<file path="src/hdl/slt_pkg.sv">
// Package of the sorted slot table: word types, codes, microcode control word.
// No dependencies; imported by the top level, the sequencer and the checker.
`timescale 1ns / 1ps

package slt_pkg;

    localparam int SLOTS_DEF = 16;

    localparam logic OP_INSERT = 1'b0;
    localparam logic OP_DELETE = 1'b1;

    localparam logic [1:0] STAT_DONE  = 2'd0;
    localparam logic [1:0] STAT_FULL  = 2'd1;
    localparam logic [1:0] STAT_RANGE = 2'd2;

    typedef struct packed {
        logic               op;
        logic signed [31:0] value;
        logic [3:0]         position;
    } t_in_word;

    typedef struct packed {
        logic [1:0] status;
        logic [3:0] slot;
        logic [4:0] count;
    } t_out_word;

    typedef enum logic [4:0] {
        S_CLR, S_IDLE, S_DISP, S_SCAN, S_INS1, S_INS2, S_INS3,
        S_W1, S_W2, S_W3, S_W4, S_WEND, S_WEND2, S_HEADINS,
        S_DONE_INS, S_FULL, S_RANGE, S_FIN,
        S_DEL0, S_DEL1, S_DW1, S_DW2, S_DW3, S_DG0, S_DG1, S_DG2,
        S_DH0, S_DH1
    } t_step;

    typedef enum logic [3:0] {
        C_NONE, C_ALWAYS, C_IDX_LAST, C_ACCEPT, C_OP_DEL, C_FRESH_NONE,
        C_HEAD_FRONT, C_STEP_STOP, C_NOT_LESS, C_OUT_FREE, C_POS_BAD,
        C_POS_ZERO, C_K_DONE, C_LINK_END
    } t_cond;

    typedef enum logic [2:0] {LRA_IDX, LRA_CUR, LRA_NXT, LRA_RD, LRA_HEAD} t_lra;
    typedef enum logic [1:0] {LWA_IDX, LWA_FRESH, LWA_CUR, LWA_NXT} t_lwa;
    typedef enum logic [2:0] {LWD_FREE, LWD_NXT, LWD_FRESH, LWD_HEAD, LWD_RD} t_lwd;
    typedef enum logic       {VRA_HEAD, VRA_RD} t_vra;
    typedef enum logic [1:0] {NX_KEEP, NX_RD, NX_HEAD} t_nxop;
    typedef enum logic [1:0] {CU_KEEP, CU_HEAD, CU_NXT} t_curop;
    typedef enum logic [1:0] {HD_KEEP, HD_FRESH, HD_RD} t_headop;
    typedef enum logic [1:0] {IX_KEEP, IX_CLR, IX_INC} t_idxop;
    typedef enum logic [2:0] {RS_NONE, RS_INS, RS_DEL, RS_FULL, RS_RANGE} t_resop;

    // One microcode word. When cond holds the sequencer goes to target;
    // otherwise it stays put if loop is set and steps on if not.
    typedef struct packed {
        t_step   target;
        t_cond   cond;
        logic    loop;
        logic    in_rdy;
        logic    out_ld;
        logic    scan_rd;
        logic    lrd;
        t_lra    lra;
        logic    lwr;
        t_lwa    lwa;
        t_lwd    lwd;
        logic    vrd;
        t_vra    vra;
        logic    vwr;
        t_nxop   nx;
        t_curop  cu;
        t_headop hd;
        t_idxop  ix;
        t_resop  rs;
    } t_ctrl;

    typedef struct packed {
        logic idx_last;
        logic accept;
        logic op_del;
        logic fresh_none;
        logic head_front;
        logic step_stop;
        logic not_less;
        logic out_free;
        logic pos_bad;
        logic pos_zero;
        logic k_done;
        logic link_end;
    } t_flags;

endpackage

</file>
<file path="src/hdl/slt_ram.sv">
// Generic single-write, single-read RAM with registered read data.
// No dependencies; used for the value and link tables.
`timescale 1ns / 1ps

module slt_ram #(
    parameter int WIDTH = 32,
    parameter int DEPTH = 16
) (
    input  logic                     i_clk,
    input  logic                     i_we,
    input  logic [$clog2(DEPTH)-1:0] i_waddr,
    input  logic [WIDTH-1:0]         i_wdata,
    input  logic                     i_re,
    input  logic [$clog2(DEPTH)-1:0] i_raddr,
    output logic [WIDTH-1:0]         o_rdata
);

    logic [WIDTH-1:0] r_mem [DEPTH];
    logic [WIDTH-1:0] r_rdata;

    always_ff @(posedge i_clk) begin
        if (i_we) begin
            r_mem[i_waddr] <= i_wdata;
        end
        if (i_re) begin
            r_rdata <= r_mem[i_raddr];
        end
    end

    assign o_rdata = r_rdata;

endmodule

</file>
<file path="src/hdl/slt_useq.sv">
// Microcode sequencer of the sorted slot table: step counter, program ROM, jumps.
// Depends on slt_pkg for the control word, step and condition codes.
`timescale 1ns / 1ps

module slt_useq import slt_pkg::*; (
    input  logic   i_clk,
    input  logic   i_rst_n,
    input  t_flags i_flags,
    output t_ctrl  o_ctrl
);

    t_step r_upc;
    t_step n_upc;
    t_ctrl w_ctrl;
    logic  w_jump;

    function automatic t_ctrl ucode(input t_step s);
        t_ctrl c;
        c = '0;
        case (s)
            S_CLR: begin
                c.lwr = 1'b1; c.lwa = LWA_IDX; c.lwd = LWD_FREE; c.ix = IX_INC;
                c.cond = C_IDX_LAST; c.target = S_IDLE; c.loop = 1'b1;
            end
            S_IDLE: begin
                c.in_rdy = 1'b1; c.cond = C_ACCEPT; c.target = S_DISP; c.loop = 1'b1;
            end
            S_DISP: begin
                c.ix = IX_CLR; c.cond = C_OP_DEL; c.target = S_DEL0;
            end
            S_SCAN: begin
                c.lrd = 1'b1; c.lra = LRA_IDX; c.scan_rd = 1'b1; c.ix = IX_INC;
                c.cond = C_IDX_LAST; c.target = S_INS1; c.loop = 1'b1;
            end
            S_INS1: begin
                c.vrd = 1'b1; c.vra = VRA_HEAD;
            end
            S_INS2: begin
                c.cond = C_FRESH_NONE; c.target = S_FULL;
            end
            S_INS3: begin
                c.vwr = 1'b1; c.cu = CU_HEAD; c.cond = C_HEAD_FRONT; c.target = S_HEADINS;
            end
            S_W1: begin
                c.lrd = 1'b1; c.lra = LRA_CUR;
            end
            S_W2: begin
                c.nx = NX_RD; c.vrd = 1'b1; c.vra = VRA_RD;
                c.cond = C_STEP_STOP; c.target = S_WEND;
            end
            S_W3: begin
                c.cond = C_NOT_LESS; c.target = S_WEND;
            end
            S_W4: begin
                c.cu = CU_NXT; c.lrd = 1'b1; c.lra = LRA_NXT;
                c.cond = C_ALWAYS; c.target = S_W2;
            end
            S_WEND: begin
                c.lwr = 1'b1; c.lwa = LWA_FRESH; c.lwd = LWD_NXT;
            end
            S_WEND2: begin
                c.lwr = 1'b1; c.lwa = LWA_CUR; c.lwd = LWD_FRESH;
                c.cond = C_ALWAYS; c.target = S_DONE_INS;
            end
            S_HEADINS: begin
                c.lwr = 1'b1; c.lwa = LWA_FRESH; c.lwd = LWD_HEAD; c.hd = HD_FRESH;
            end
            S_DONE_INS: begin
                c.rs = RS_INS; c.cond = C_ALWAYS; c.target = S_FIN;
            end
            S_FULL: begin
                c.rs = RS_FULL; c.cond = C_ALWAYS; c.target = S_FIN;
            end
            S_RANGE: begin
                c.rs = RS_RANGE;
            end
            S_FIN: begin
                c.out_ld = 1'b1; c.cond = C_OUT_FREE; c.target = S_IDLE; c.loop = 1'b1;
            end
            S_DEL0: begin
                c.cond = C_POS_BAD; c.target = S_RANGE;
            end
            S_DEL1: begin
                c.cu = CU_HEAD; c.cond = C_POS_ZERO; c.target = S_DH0;
            end
            S_DW1: begin
                c.lrd = 1'b1; c.lra = LRA_CUR; c.cond = C_K_DONE; c.target = S_DG0;
            end
            S_DW2: begin
                c.nx = NX_RD; c.cond = C_LINK_END; c.target = S_RANGE;
            end
            S_DW3: begin
                c.cu = CU_NXT; c.cond = C_ALWAYS; c.target = S_DW1;
            end
            S_DG0: begin
                c.nx = NX_RD; c.lrd = 1'b1; c.lra = LRA_RD;
                c.cond = C_LINK_END; c.target = S_RANGE;
            end
            S_DG1: begin
                c.lwr = 1'b1; c.lwa = LWA_CUR; c.lwd = LWD_RD;
            end
            S_DG2: begin
                c.lwr = 1'b1; c.lwa = LWA_NXT; c.lwd = LWD_FREE; c.rs = RS_DEL;
                c.cond = C_ALWAYS; c.target = S_FIN;
            end
            S_DH0: begin
                c.nx = NX_HEAD; c.lrd = 1'b1; c.lra = LRA_HEAD;
            end
            S_DH1: begin
                c.hd = HD_RD; c.cond = C_ALWAYS; c.target = S_DG2;
            end
            default: begin
                c.cond = C_ALWAYS; c.target = S_IDLE;
            end
        endcase
        return c;
    endfunction

    assign w_ctrl = ucode(r_upc);

    always_comb begin
        case (w_ctrl.cond)
            C_ALWAYS:     w_jump = 1'b1;
            C_IDX_LAST:   w_jump = i_flags.idx_last;
            C_ACCEPT:     w_jump = i_flags.accept;
            C_OP_DEL:     w_jump = i_flags.op_del;
            C_FRESH_NONE: w_jump = i_flags.fresh_none;
            C_HEAD_FRONT: w_jump = i_flags.head_front;
            C_STEP_STOP:  w_jump = i_flags.step_stop;
            C_NOT_LESS:   w_jump = i_flags.not_less;
            C_OUT_FREE:   w_jump = i_flags.out_free;
            C_POS_BAD:    w_jump = i_flags.pos_bad;
            C_POS_ZERO:   w_jump = i_flags.pos_zero;
            C_K_DONE:     w_jump = i_flags.k_done;
            C_LINK_END:   w_jump = i_flags.link_end;
            default:      w_jump = 1'b0;
        endcase
    end

    always_comb begin
        if (w_jump) begin
            n_upc = w_ctrl.target;
        end else if (w_ctrl.loop) begin
            n_upc = r_upc;
        end else begin
            n_upc = t_step'(r_upc + 5'd1);
        end
    end

    always_ff @(posedge i_clk) begin
        if (!i_rst_n) begin
            r_upc <= S_CLR;
        end else begin
            r_upc <= n_upc;
        end
    end

    assign o_ctrl = w_ctrl;

endmodule

</file>
<file path="src/hdl/sorted_list_in_slot_table.sv">
// Sorted slot table: keeps an ascending list of signed 32-bit values in SLOTS slots,
// each slot a value and a link. A word with op insert claims the highest free slot
// and links the value in before the first element that is not smaller (a value
// equal to the head goes after the head); op delete removes the element at the given
// position. Every word gives one result word with status, slot used and count.
// One word is worked at a time by a microcoded sequencer; the link table is read one
// entry per cycle, and that port sets the rate. An insert first scans every link for
// the highest free slot, then walks the list from the head past each smaller element;
// a new head needs no walk, and a full table answers once the scan is over. A delete
// walks from the head to the element before the given position, unlinks the head
// directly for position zero, and answers without a walk for a position beyond the list.
// After reset a clearing pass marks every link free before the first word is taken.
// A finished result sits in an output register, so the next word is taken while it waits.
`timescale 1ns / 1ps

module sorted_list_in_slot_table import slt_pkg::*; #(
    parameter int SLOTS = SLOTS_DEF
) (
    input  logic      i_clk,
    input  logic      i_rst_n,
    input  logic      i_in_valid,
    output logic      o_in_ready,
    input  t_in_word  i_in_word,
    output logic      o_out_valid,
    input  logic      i_out_ready,
    output t_out_word o_out_word
);

    localparam int SW   = $clog2(SLOTS);
    localparam int LW   = $clog2(SLOTS + 2);
    localparam int CNTW = $clog2(SLOTS + 1);
    localparam logic [LW-1:0] LINK_END  = LW'(SLOTS);
    localparam logic [LW-1:0] LINK_FREE = LW'(SLOTS + 1);

    function automatic logic in_table(input logic [LW-1:0] x);
        return x < LW'(SLOTS);
    endfunction

    function automatic logic [LW-1:0] fix_link(input logic [LW-1:0] x);
        return in_table(x) ? x : LINK_END;
    endfunction

    t_ctrl  w_ctrl;
    t_flags w_flags;

    // Control state.
    logic [LW-1:0]   r_head;
    logic [CNTW-1:0] r_count;
    logic [SW-1:0]   r_idx;
    logic            r_scan_pv;
    logic            r_out_vld;

    // Working registers of the current word.
    logic               r_op;
    logic signed [31:0] r_val;
    logic [3:0]         r_pos;
    logic [LW-1:0]      r_fresh;
    logic [LW-1:0]      r_cur;
    logic [LW-1:0]      r_nxt;
    logic [CNTW-1:0]    r_steps;
    logic [SW-1:0]      r_scan_idx;
    logic [1:0]         r_res_status;
    logic [SW-1:0]      r_res_slot;
    t_out_word          r_out;

    logic [LW-1:0] w_link_rdata;
    logic [31:0]   w_val_rdata;
    logic [LW-1:0] w_lra;
    logic [LW-1:0] w_lwa;
    logic [LW-1:0] w_lwd;
    logic [LW-1:0] w_vra;
    logic          w_accept;
    logic          w_out_free;
    logic          w_out_load;

    assign w_accept   = i_in_valid && w_ctrl.in_rdy;
    assign w_out_free = !r_out_vld || i_out_ready;
    assign w_out_load = w_ctrl.out_ld && w_out_free;

    slt_useq u_useq (
        .i_clk   (i_clk),
        .i_rst_n (i_rst_n),
        .i_flags (w_flags),
        .o_ctrl  (w_ctrl)
    );

    always_comb begin
        w_flags.idx_last   = r_idx == SW'(SLOTS - 1);
        w_flags.accept     = w_accept;
        w_flags.op_del     = r_op == OP_DELETE;
        w_flags.fresh_none = !in_table(r_fresh);
        w_flags.head_front = !in_table(r_head) || ($signed(w_val_rdata) > r_val);
        w_flags.step_stop  = !in_table(w_link_rdata) || (r_steps == CNTW'(SLOTS));
        w_flags.not_less   = !($signed(w_val_rdata) < r_val);
        w_flags.out_free   = w_out_free;
        w_flags.pos_bad    = (32'(r_pos) >= 32'(r_count)) || !in_table(r_head);
        w_flags.pos_zero   = r_pos == 4'd0;
        // The walk to the element before the victim ends after position - 1 hops.
        w_flags.k_done     = (32'(r_steps) + 32'd1 >= 32'(r_pos)) ||
                             (r_steps == CNTW'(SLOTS));
        w_flags.link_end   = !in_table(w_link_rdata);
    end

    // Link table address and data selection.
    always_comb begin
        case (w_ctrl.lra)
            LRA_IDX:  w_lra = LW'(r_idx);
            LRA_CUR:  w_lra = r_cur;
            LRA_NXT:  w_lra = r_nxt;
            LRA_RD:   w_lra = w_link_rdata;
            LRA_HEAD: w_lra = r_head;
            default:  w_lra = r_cur;
        endcase
        case (w_ctrl.lwa)
            LWA_IDX:   w_lwa = LW'(r_idx);
            LWA_FRESH: w_lwa = r_fresh;
            LWA_CUR:   w_lwa = r_cur;
            LWA_NXT:   w_lwa = r_nxt;
            default:   w_lwa = r_cur;
        endcase
        case (w_ctrl.lwd)
            LWD_FREE:  w_lwd = LINK_FREE;
            LWD_NXT:   w_lwd = fix_link(r_nxt);
            LWD_FRESH: w_lwd = r_fresh;
            LWD_HEAD:  w_lwd = r_head;
            LWD_RD:    w_lwd = fix_link(w_link_rdata);
            default:   w_lwd = LINK_FREE;
        endcase
        case (w_ctrl.vra)
            VRA_HEAD: w_vra = r_head;
            VRA_RD:   w_vra = w_link_rdata;
            default:  w_vra = r_head;
        endcase
    end

    slt_ram #(
        .WIDTH (LW),
        .DEPTH (SLOTS)
    ) u_link_ram (
        .i_clk   (i_clk),
        .i_we    (w_ctrl.lwr),
        .i_waddr (w_lwa[SW-1:0]),
        .i_wdata (w_lwd),
        .i_re    (w_ctrl.lrd),
        .i_raddr (w_lra[SW-1:0]),
        .o_rdata (w_link_rdata)
    );

    slt_ram #(
        .WIDTH (32),
        .DEPTH (SLOTS)
    ) u_value_ram (
        .i_clk   (i_clk),
        .i_we    (w_ctrl.vwr),
        .i_waddr (r_fresh[SW-1:0]),
        .i_wdata (r_val),
        .i_re    (w_ctrl.vrd),
        .i_raddr (w_vra[SW-1:0]),
        .o_rdata (w_val_rdata)
    );

    always_ff @(posedge i_clk) begin
        if (!i_rst_n) begin
            r_head    <= LINK_END;
            r_count   <= '0;
            r_idx     <= '0;
            r_scan_pv <= 1'b0;
            r_out_vld <= 1'b0;
        end else begin
            r_scan_pv <= w_ctrl.scan_rd;
            case (w_ctrl.ix)
                IX_CLR:  r_idx <= '0;
                IX_INC:  r_idx <= r_idx + SW'(1);
                default: r_idx <= r_idx;
            endcase
            case (w_ctrl.hd)
                HD_FRESH: r_head <= r_fresh;
                HD_RD:    r_head <= fix_link(w_link_rdata);
                default:  r_head <= r_head;
            endcase
            case (w_ctrl.rs)
                RS_INS:  r_count <= r_count + CNTW'(1);
                RS_DEL:  r_count <= r_count - CNTW'(1);
                default: r_count <= r_count;
            endcase
            if (w_out_load) begin
                r_out_vld <= 1'b1;
            end else if (i_out_ready) begin
                r_out_vld <= 1'b0;
            end
        end
    end

    always_ff @(posedge i_clk) begin
        if (w_accept) begin
            r_op  <= i_in_word.op;
            r_val <= i_in_word.value;
            r_pos <= i_in_word.position;
        end
        r_scan_idx <= r_idx;
        // The scan runs upward, so the last free link seen is the highest free slot.
        if (w_ctrl.ix == IX_CLR) begin
            r_fresh <= LINK_END;
        end else if (r_scan_pv && (w_link_rdata == LINK_FREE)) begin
            r_fresh <= LW'(r_scan_idx);
        end
        case (w_ctrl.nx)
            NX_RD:   r_nxt <= w_link_rdata;
            NX_HEAD: r_nxt <= r_head;
            default: r_nxt <= r_nxt;
        endcase
        case (w_ctrl.cu)
            CU_HEAD: begin
                r_cur   <= r_head;
                r_steps <= '0;
            end
            CU_NXT: begin
                r_cur   <= r_nxt;
                r_steps <= r_steps + CNTW'(1);
            end
            default: begin
                r_cur   <= r_cur;
                r_steps <= r_steps;
            end
        endcase
        case (w_ctrl.rs)
            RS_INS: begin
                r_res_status <= STAT_DONE;
                r_res_slot   <= r_fresh[SW-1:0];
            end
            RS_DEL: begin
                r_res_status <= STAT_DONE;
                r_res_slot   <= r_nxt[SW-1:0];
            end
            RS_FULL: begin
                r_res_status <= STAT_FULL;
                r_res_slot   <= '0;
            end
            RS_RANGE: begin
                r_res_status <= STAT_RANGE;
                r_res_slot   <= '0;
            end
            default: begin
                r_res_status <= r_res_status;
                r_res_slot   <= r_res_slot;
            end
        endcase
        if (w_out_load) begin
            r_out.status <= r_res_status;
            r_out.slot   <= 4'(r_res_slot);
            r_out.count  <= 5'(r_count);
        end
    end

    assign o_in_ready  = w_ctrl.in_rdy;
    assign o_out_valid = r_out_vld;
    assign o_out_word  = r_out;

endmodule

</file>
<file path="config.mk">
export PLATFORM = sky130hd
export DESIGN_NAME = sorted_list_in_slot_table
export DESIGN_NICKNAME = d
export VERILOG_FILES = /design/src/hdl/slt_pkg.sv /design/src/hdl/slt_ram.sv /design/src/hdl/slt_useq.sv /design/src/hdl/sorted_list_in_slot_table.sv
export SDC_FILE = /design/constraint.sdc
export NUM_CORES = 1
export LEC_CHECK = 0
export ABC_AREA = 1
export BUFFER_PORTS_ARGS = -buffer_cell sky130_fd_sc_hd__clkbuf_2
export CAP_MARGIN = 20
export CORE_MARGIN = 2
export CORE_UTILIZATION = 61
export CTS_BUF_LIST = sky130_fd_sc_hd__clkbuf_8
export DETAILED_ROUTE_END_ITERATION = 10
export PLACE_DENSITY_LB_ADDON = 0.2
export SKIP_LAST_GASP = 1
export SYNTH_ARGS = -nofsm -noshare
export SYNTH_HDL_FRONTEND = slang
export SYNTH_SLANG_ARGS = --single-unit
</file>
<file path="constraint.sdc">
create_clock -name i_clk -period 4.39 [get_ports i_clk]
set_clock_uncertainty 0.2 [all_clocks]
set_input_delay 0.878 -clock i_clk [delete_from_list [all_inputs] [get_ports i_clk]]
set_output_delay 0.878 -clock i_clk [all_outputs]
set_load 0.02 [all_outputs]
</file>
==> reports/metrics.yaml <==
cells_and_area:
  instances_no_fill: 3287
  drive_gt1_share_pct: 13.19
  multi_input_area_mm2: 0.007916
  regArea_mm2: 0.02153
  fill_cells: 3517
  nets: 2629
  syn2layout_area_growth_pct: 11.39
  antenna_cells: 0
routing:
  routed_wl_um: 74480
  ant_nets: 0
  vias_per_cell: 6.131
  drtIter0Drc: 2372
  drcViolationCount: 0
  via_count: 20150
  detail_route.wl_per_cell_um: 22.66
  drtPass1Iterations: 7
sta:
  setup_ws_ps: 654.3
  setup_viol_count_final: 0
  slew_viol_final: 0
  fmax_mhz: 267.7
  tightestPinTransition_ps: 1090
  min_period_ps: 3736
  fin_crit_sh_pct: 85.10
  tns_ps: 0
  rsz0062_at_grt: "false"
  relSlewSlack_pct: 27.09
  hold_violations: 0
  whs_ps: 142.4
synthesis:
  yosysWarnings: 0
  synth-edff-count: 697
  synth-seq-cells: 727
  yosysMostFrequentCell: "edfxtp_1"
  ys_async_sr_fraction_pct: 0
  syn_nets: 2526
  postSynthAreaPerCell_um2: 12.51
  synth_area_mm2: 0.03039
  synthTopCellsByArea: "edfxtp_1 69%, o21ai_0 5.1%, nor2_1 4.9%, o221ai_1 2.7%, nand2_1 2.4%"
  netlist.area_leader.share_pct: 68.88
  yosysUniqueCellTypes: 53
  synth_top_cells_by_count: "697 x edfxtp_1, 397 x nor2_1, 310 x o21ai_0"
  synth_ff_type: "edfxtp_1"
  synth_cells: 2429
  seq_area_frac_synth_pct: 70.86
  yosysTopAreaCell: "edfxtp_1"
worst_setup_path:
  crit_type: "reg2reg"
  crit_required_ps: 4680
  worstPathArrival_ps: 4030
  r2r_setup_slack_ps: 650
  start_kind: "register"
  endpoint_kind: "register"
  r2r-start: "u_useq.r_upc[1]$_SDFFE_PN0P_"
  r2r-end: "u_link_ram.o_rdata[4]$_DFFE_PN_"
  r2r_cells: 15
  path_max_fanout: 41
grt:
  grt_pass1_wl_um: 112700
  antenna_found_initial: 0
  track_usage_pct: 29.30
  grt_start_max_net_pins: 129
  grt_overflow: 0
  first_global_vias: 19750
hold_path:
  holdPathStages: 1
  worstHoldPathType: "in2reg"
  min-delay-start: "i_in_word[24]"
  whs_endpoint: "r_val[20]$_DFFE_PP_"
clock_network:
  clk_latency_ps: 730
  postCtsResizedCells: 0
  cts-root-buf: "clkbuf_8"
  clk_pin_slew_worst_paths_ps: 70
  clk_path_buf_depth: 3
  cts_tree: "yes"
  numCtsBuffers: 112
  holdBufCountCts: 0
  postCtsSetupBuffers: 0
  htreeDepth: 3
  cts_sinks: 727
placement:
  globalplace.congestion: 0.9688
  dpl.cell_count: 3082
  dpl_worst_slack_ps: 678.6
  dp_hpwl_um: 43480
  port_buffers: 53
floorplanning:
  ios: 54
  fp.dieH_um: 227.2
  start_util_pct: 61.95
  die_area_mm2: 0.05162
  fp.dieW_um: 227.2
  core_area_mm2: 0.04905
  placementRows: 81
pwr:
  p_seq_share_pct: 48.4
  ir_worst_vdd_mv: 0.4039
  power_leakage_nw: 12.03
  power_density_mw_per_mm2: 510.7
  pwr-share-comb_pct: 20.9
  intPower_mw: 11.88
  sw_frac_of_total_pct: 31.29
  p_sw_mw: 5.409
  p_clk_share_pct: 30.6
status:
  status: "complete, no violations"
job:
  cap_viol_max_count: 0
[registers in the layout, summed over array words and instances (netlist names), 5 cells and up]
name	count
o_out_word	11
r_head	5
u_link_ram.o_rdata	5
u_link_ram.r_mem	80
r_fresh	5
r_val	32
r_steps	5
u_value_ram.o_rdata	32
u_useq.r_upc	5
r_nxt	5
u_value_ram.r_mem	512
r_count	5
[cell families (layout without fill, tap and decap cells)]
group           after synthesis  in the layout  share of synthesized area (%)
simple gates                771            771                          11.04
flops                       727            727                          70.86
compound gates              587            587                          11.90
buf+inv                     281            475                          3.669
fa+ha+maj                    56             56                          2.331
xor+xnor                      7              7                         0.2018
[layer usage]
metal  track usage, %  vias up  share of wire [%]
met5                0        -                  0
met4            11.41        0                3.0
met3            4.750      169                7.8
met2            47.45      946                 48
met1            40.33     9898                 41
li1                 -     9138                  -
[worst max-delay path: stages (launching register included)]
cell and delay, ps:
dfxtp_1 390, ha_1 370, inv_1 150, nor2_4 180, nand2_4 70, inv_2 110, nor2_4 40, nand2_2 90
nand2_2 110, or2_0 240, nand2_2 510, inv_2 440, o21ai_0 310, nand3_1 130, nand3_1 110, nand2_1 60
[stage by stage]
step	util, %	power (mW)	instance area [um^2]
2_1_floorplan	-	10.96	30390
3_3_place_gp	64.70	11.97	31740
3_5_place_dp	64.70	12.08	31740
4_1_cts	69.00	17.32	33850
5_1_grt	69.00	18.06	33850
6_report	69.00	17.28	33850
[power groups by stage]
stage	Sequential [mW]	Clock, mW	Combinational, mW
final	8.37	5.30	3.62
after global routing	8.40	5.66	4.00
after CTS	8.37	5.37	3.59
after detailed placement	8.51	0	3.57
after global placement	8.50	0	3.48
after floorplan	8.41	0	2.56
[cell type report]
| type | instances | area share (%) |
|---|---|---|
| Inverter | 159 | 1.793 |
| Timing Repair Buffer | 111 | 2.514 |
| Multi-Input combinational cell | 1421 | 23.39 |
| Clock buffer | 120 | 4.880 |
| Sequential cell | 727 | 63.61 |
| Tap cell | 664 | 2.455 |
| Clock inverter | 85 | 1.357 |
[layout by cell type, fill, tap and decap left out, drive strengths merged, types with 30 or more instances in the layout]
cell type	n
dfxtp	30
edfxtp	697
inv	188
o21ai	325
nor2	417
clkinv	52
clkbuf	173
nand2	206
o22ai	43
ha	55
buf	58
o221ai	93
nand3	94
o211ai	66
a21oi	37
[how the worst max path moves through the flow]
stage | from | endpoint | slack (ps) | cells after the start
after floorplan | u_useq.r_upc[0]$_SDFFE_PN0P_ | u_value_ram.r_mem[0][0]$_DFFE_PP_ | 1330 | 6
after global placement | u_useq.r_upc[4]$_SDFFE_PN0P_ | u_link_ram.o_rdata[2]$_DFFE_PN_ | 870 | 11
after detailed placement | u_useq.r_upc[1]$_SDFFE_PN0P_ | u_link_ram.o_rdata[4]$_DFFE_PN_ | 680 | 15
after CTS | u_useq.r_upc[1]$_SDFFE_PN0P_ | u_link_ram.o_rdata[4]$_DFFE_PN_ | 690 | 15
after global routing | u_useq.r_upc[4]$_SDFFE_PN0P_ | u_link_ram.o_rdata[3]$_DFFE_PN_ | 320 | 12
final | u_useq.r_upc[1]$_SDFFE_PN0P_ | u_link_ram.o_rdata[4]$_DFFE_PN_ | 650 | 15
Note: power is estimated with default switching activity, not from simulation.
